===== src/design/pps_pkg.sv =====
`default_nettype none

package pps_pkg;

   localparam int COORD_W = 24;
   localparam int CSR_W   = 4;

   typedef logic signed [COORD_W-1:0] coord_type;

endpackage

`default_nettype wire


===== src/design/pps_round_div.sv =====
`default_nettype none

module pps_round_div #(
   parameter int SUM_W   = 29,
   parameter int MAX_CNT = 31,
   parameter int CNT_W   = 5
) (
   input  wire logic                    clock,
   input  wire logic                    reset,
   input  wire logic                    start,
   input  wire logic signed [SUM_W-1:0] dividend,
   input  wire logic [CNT_W-1:0]        divisor,
   output logic                         done,
   output pps_pkg::coord_type           quotient
);
   import pps_pkg::*;

   localparam int R_W = SUM_W + 1;
   localparam int P_W = SUM_W + R_W;
   localparam int Q_W = COORD_W + 1;
   localparam int E_W = ((Q_W + CNT_W) > SUM_W) ? (Q_W + CNT_W) : SUM_W;

   logic [R_W-1:0] recip [MAX_CNT+1];

   for (genvar g = 0; g <= MAX_CNT; g++) begin : g_rcp
      if (g == 0) begin : g_zero
         assign recip[g] = '0;
      end else begin : g_val
         localparam logic [R_W-1:0] RV = R_W'((64'd1 << SUM_W) / g);
         assign recip[g] = RV;
      end
   end

   logic             v0_ff, v1_ff, v2_ff;
   logic [SUM_W-1:0] mag_ff;
   logic [SUM_W-1:0] mag_in;
   logic             neg_ff;
   logic [CNT_W-1:0] cnt_ff;
   logic [R_W-1:0]   rcp_ff;
   logic [P_W-1:0]   prod_ff;
   logic [Q_W-1:0]   q0;
   logic [E_W-1:0]   back;
   logic [E_W-1:0]   rem;
   logic [Q_W-1:0]   q_fix;
   logic [Q_W-1:0]   q_sgn;
   coord_type        quot_ff;
   coord_type        quot_in;

   // magnitude plus half the divisor gives round to nearest, ties away from zero
   always_comb begin
      mag_in = dividend[SUM_W-1] ? SUM_W'(-dividend) : SUM_W'(dividend);
      mag_in = mag_in + SUM_W'(divisor >> 1);
   end

   always_comb begin
      q0      = prod_ff[SUM_W +: Q_W];
      back    = E_W'(q0) * E_W'(cnt_ff);
      rem     = E_W'(mag_ff) - back;
      q_fix   = (rem >= E_W'(cnt_ff)) ? (q0 + Q_W'(1)) : q0;
      q_sgn   = neg_ff ? (Q_W'(0) - q_fix) : q_fix;
      quot_in = q_sgn[COORD_W-1:0];
   end

   always_ff @(posedge clock) begin
      if (reset) begin
         v0_ff <= 1'b0;
         v1_ff <= 1'b0;
         v2_ff <= 1'b0;
      end else begin
         v0_ff <= start;
         v1_ff <= v0_ff;
         v2_ff <= v1_ff;
      end
   end

   always_ff @(posedge clock) begin
      if (start) begin
         mag_ff <= mag_in;
         neg_ff <= dividend[SUM_W-1];
         cnt_ff <= divisor;
         rcp_ff <= recip[divisor];
      end
      if (v0_ff) begin
         prod_ff <= P_W'(mag_ff) * P_W'(rcp_ff);
      end
      if (v1_ff) begin
         quot_ff <= quot_in;
      end
   end

   assign done     = v2_ff;
   assign quotient = quot_ff;

endmodule

`default_nettype wire


===== config.mk =====
export PLATFORM = sky130hd
export DESIGN_NAME = pps_round_div
export DESIGN_NICKNAME = d
export VERILOG_FILES = /design/src/design/pps_pkg.sv /design/src/design/pps_round_div.sv
export SDC_FILE = /design/constraint.sdc
export NUM_CORES = 2
export LEC_CHECK = 0
export ABC_AREA = 1
export BUFFER_PORTS_ARGS = -buffer_cell sky130_fd_sc_hd__buf_2
export CAP_MARGIN = 20
export CORE_UTILIZATION = 45
export CTS_CLUSTER_SIZE = 8
export DETAILED_ROUTE_END_ITERATION = 6
export PLACE_DENSITY = 0.66
export SLEW_MARGIN = 10
export SYNTH_ARGS = -nofsm -noshare
export SYNTH_HDL_FRONTEND = slang
export SYNTH_SLANG_ARGS = --single-unit

===== constraint.sdc =====
create_clock -name clock -period 10.35 [get_ports clock]
set_input_delay 2.5875 -clock clock [delete_from_list [all_inputs] [get_ports clock]]
set_output_delay 2.5875 -clock clock [all_outputs]
set_load 0.005 [all_outputs]

==> results_dict.tcl <==
set metrics [dict create \
    status "finished clean" \
    path_max_fanout 17 \
    fmax_mhz 126 \
    dieWidth_um 302 \
    hold_class "reg -> reg" \
    crit_type "reg -> reg" \
    die_h_um 302 \
    busiest_layer "met2" \
    final_layout_size_suffix_gt1_frac 0.0402 \
    dp_hpwl_um 92700 \
    num_antenna_cells 0 \
    critical_path.slowest_cell "edfxtp_1" \
    grt_pass1_wl_um 189000 \
    critical_path.most_common_cell "fa_1" \
    gr-usage-met3 0.0547 \
    start_util 0.457 \
    cts_made_buffers 17 \
    slowest_delay_ns 1.00 \
    synth.top_cell.area_share 0.413 \
    grt_setup_unrepaired "no" \
    drt_iter0_markers 2381 \
    netlist_area_sq_um 40600 \
    grtUsageTotal 0.270 \
    synth_cell_types 50 \
    clkTransAtPathRegs_ns 0.07 \
    ys_ff_latch 117 \
    avgSynthCellArea_sq_um 7.67 \
    finalHoldViolCount 0 \
    routabilityCongestion 0.959 \
    path_cells "buf_4, nand2_1, fa_1, inv_1, fa_1, fa_1, inv_1, fa_1, inv_1, fa_1, fa_1, fa_1, inv_1, fa_1, inv_1, ha_1, nand2_1, o21ai_0, a21oi_1, o211ai_1, a31oi_1, o21ai_0, xor2_1" \
    cp_data_arrival_time_ns 8.13 \
    synth_top_area_cell "fa_1" \
    fin_tns_setup_ns 0 \
    setup_viol 0 \
    finalCriticalPeriod_ns 7.92 \
    globalRoute.totalOverflow 0 \
    synthesis.instances 5293 \
    wire_per_inst_um 18.5 \
    timing.final.crit_share 0.765 \
    crit_required_ns 10.56 \
    grt_pass1_vias 34400 \
    final_nets 6357 \
    h-tree-depth 4 \
    clk_latency_ns 0.47 \
    vias 32800 \
    utilization 0.479 \
    cts_resized 0 \
    core_sq_um 88900 \
    endpoint_kind "flop" \
    cap_violations 0 \
    cts_hold_buf 0 \
    finClkSkew_ns 0.0128 \
    finalMaxSlewViolations 0 \
    cts.sinks 117 \
    use_met2 0.442 \
    crit_path_start_kind "flop" \
    antenna_left 0 \
    slew_headroom 0.218 \
    yosysWarnings 0 \
    met1_usage 0.356 \
    cts_tree "done" \
    worstMarginPinSlew_ns 1.17 \
    ys_seq_area_frac 0.0858 \
    synth_area_leaders "fa_1 (41%), inv_1 (14%), nand2_1 (14%)" \
    grt_start_max_net_pins 67 \
    postCtsSetupBuffers 0 \
    cts_buffer_depth 2 \
    routed_wl_um 118000 \
    area_growth_pct 4.83 \
    viasPerCell 5.13 \
    drc 0 \
    dieArea_sq_um 91400 \
    antenna_found_initial 0 \
    firstDrtPassIters 6 \
    clock-root-buffer "clkbuf_16" \
    num_rows 109 \
    portBuffers 61 \
    io_pins 62 \
    synth.net_count 6440 \
]
## cells in the mapped netlist, drive strengths merged
cell type     n
clkinv        2
nor3         38
or2           5
inv        1525
dfxtp         3
nand2      1490
a211oi        3
a21oi        95
a22o          1
a31oi        17
o21ai        95
a21o          2
nand3       117
xnor2        31
xor2         98
ha          272
o21bai        8
o311ai        2
o31ai         9
fa          838
nand4        35
a21boi        2
a2111oi       1
edfxtp      114
a22oi         3
o41ai         1
o21a          6
clkbuf      200
and2          1
nor2        213
a311oi        1
o211ai        6
nor4         13
buf          32
o221ai        3
nand3b       11
## layout make-up
class / instances / area [sq um]
fillers: 8796 / 46400
multi-input cells: 3417 / 30500
inverters: 1527 / 5730
flip-flops and latches: 117 / 3480
well taps: 1165 / 1460
repair buffers: 130 / 836
clock buffers: 18 / 429
clock inverters: 14 / 151
## metrics by stage
stage / cells / hold WS, ns / area (sq um) / setup slack (ns)
floorplan: 5293 / 0.704 / 40600 / 3.34
global placement: 6356 / 0.691 / 42000 / 2.67
detailed placement: 6356 / 0.693 / 42000 / 2.61
CTS: 6388 / 0.702 / 42600 / 2.57
global route: 6388 / 0.739 / 42600 / 2.16
finish: 6388 / 0.689 / 42600 / 2.43
## worst paths after layout
path | start | endpoint | slack, ns | depth (start not counted)
worst max-delay path | mag_ff[5]$_DFFE_PP_ | prod_ff[52]$_DFFE_PP_ | 2.43 | 23
worst min-delay path | v0_ff$_SDFF_PP0_ | v1_ff$_SDFF_PP0_ | 0.69 | 3
worst max register to register | mag_ff[5]$_DFFE_PP_ | prod_ff[52]$_DFFE_PP_ | 2.43 | 23
worst min register to register | v0_ff$_SDFF_PP0_ | v1_ff$_SDFF_PP0_ | 0.69 | 3
## state kept, by name, indices dropped and copies added, names as in the netlist
| register | flops |
|---|---|
| cnt_ff | 5 |
| done | 1 |
| mag_ff | 29 |
| neg_ff | 1 |
| prod_ff | 25 |
| quotient | 24 |
| rcp_ff | 30 |
| v0_ff | 1 |
| v1_ff | 1 |
## cells by family after synthesis
family                   synth area share
AO/OA/AOI/OAI                      0.0353
XOR/XNOR                           0.0278
adder cells (fa/ha/maj)             0.497
buffers and inverters               0.164
flip-flops                         0.0858
AND/OR/NAND/NOR                     0.190
## cells in the final DEF (no fill, tap or decap), drive strengths merged, types with 5 or more instances in the layout
master / n
a21oi: 95
a31oi: 17
buf: 130
clkbuf: 18
clkinv: 5
edfxtp: 114
fa: 838
ha: 272
inv: 1530
nand2: 1490
nand3: 117
nand3b: 11
nand4: 35
nor2: 213
nor3: 38
nor4: 13
o211ai: 6
o21a: 6
o21ai: 95
o21bai: 8
o31ai: 9
or2: 5
xnor2: 31
xor2: 98
## metal layers
metal / part of all wire / routed length (um) / vias up
li1: - / - / 15000
met1: 0.40 / 47700 / 16200
met2: 0.46 / 54800 / 1375
met3: 0.093 / 11000 / 233
met4: 0.039 / 4580 / 0
met5: 0 / 0 / -
## worst max-delay path, delay by kind of cell (launching register included)
kind	cells	cell delay (ns)
adders and majority gates	9	4.41
buffers and inverters	6	0.66
xor gates and xnor gates	1	0.10
and+or+nand+nor	2	0.21
DFF	1	1.00
AOI/OAI and AO/OA	5	1.27
Power is not shown: default switching activity piles up to over one toggle a cycle in this logic, so the estimate is an artifact.
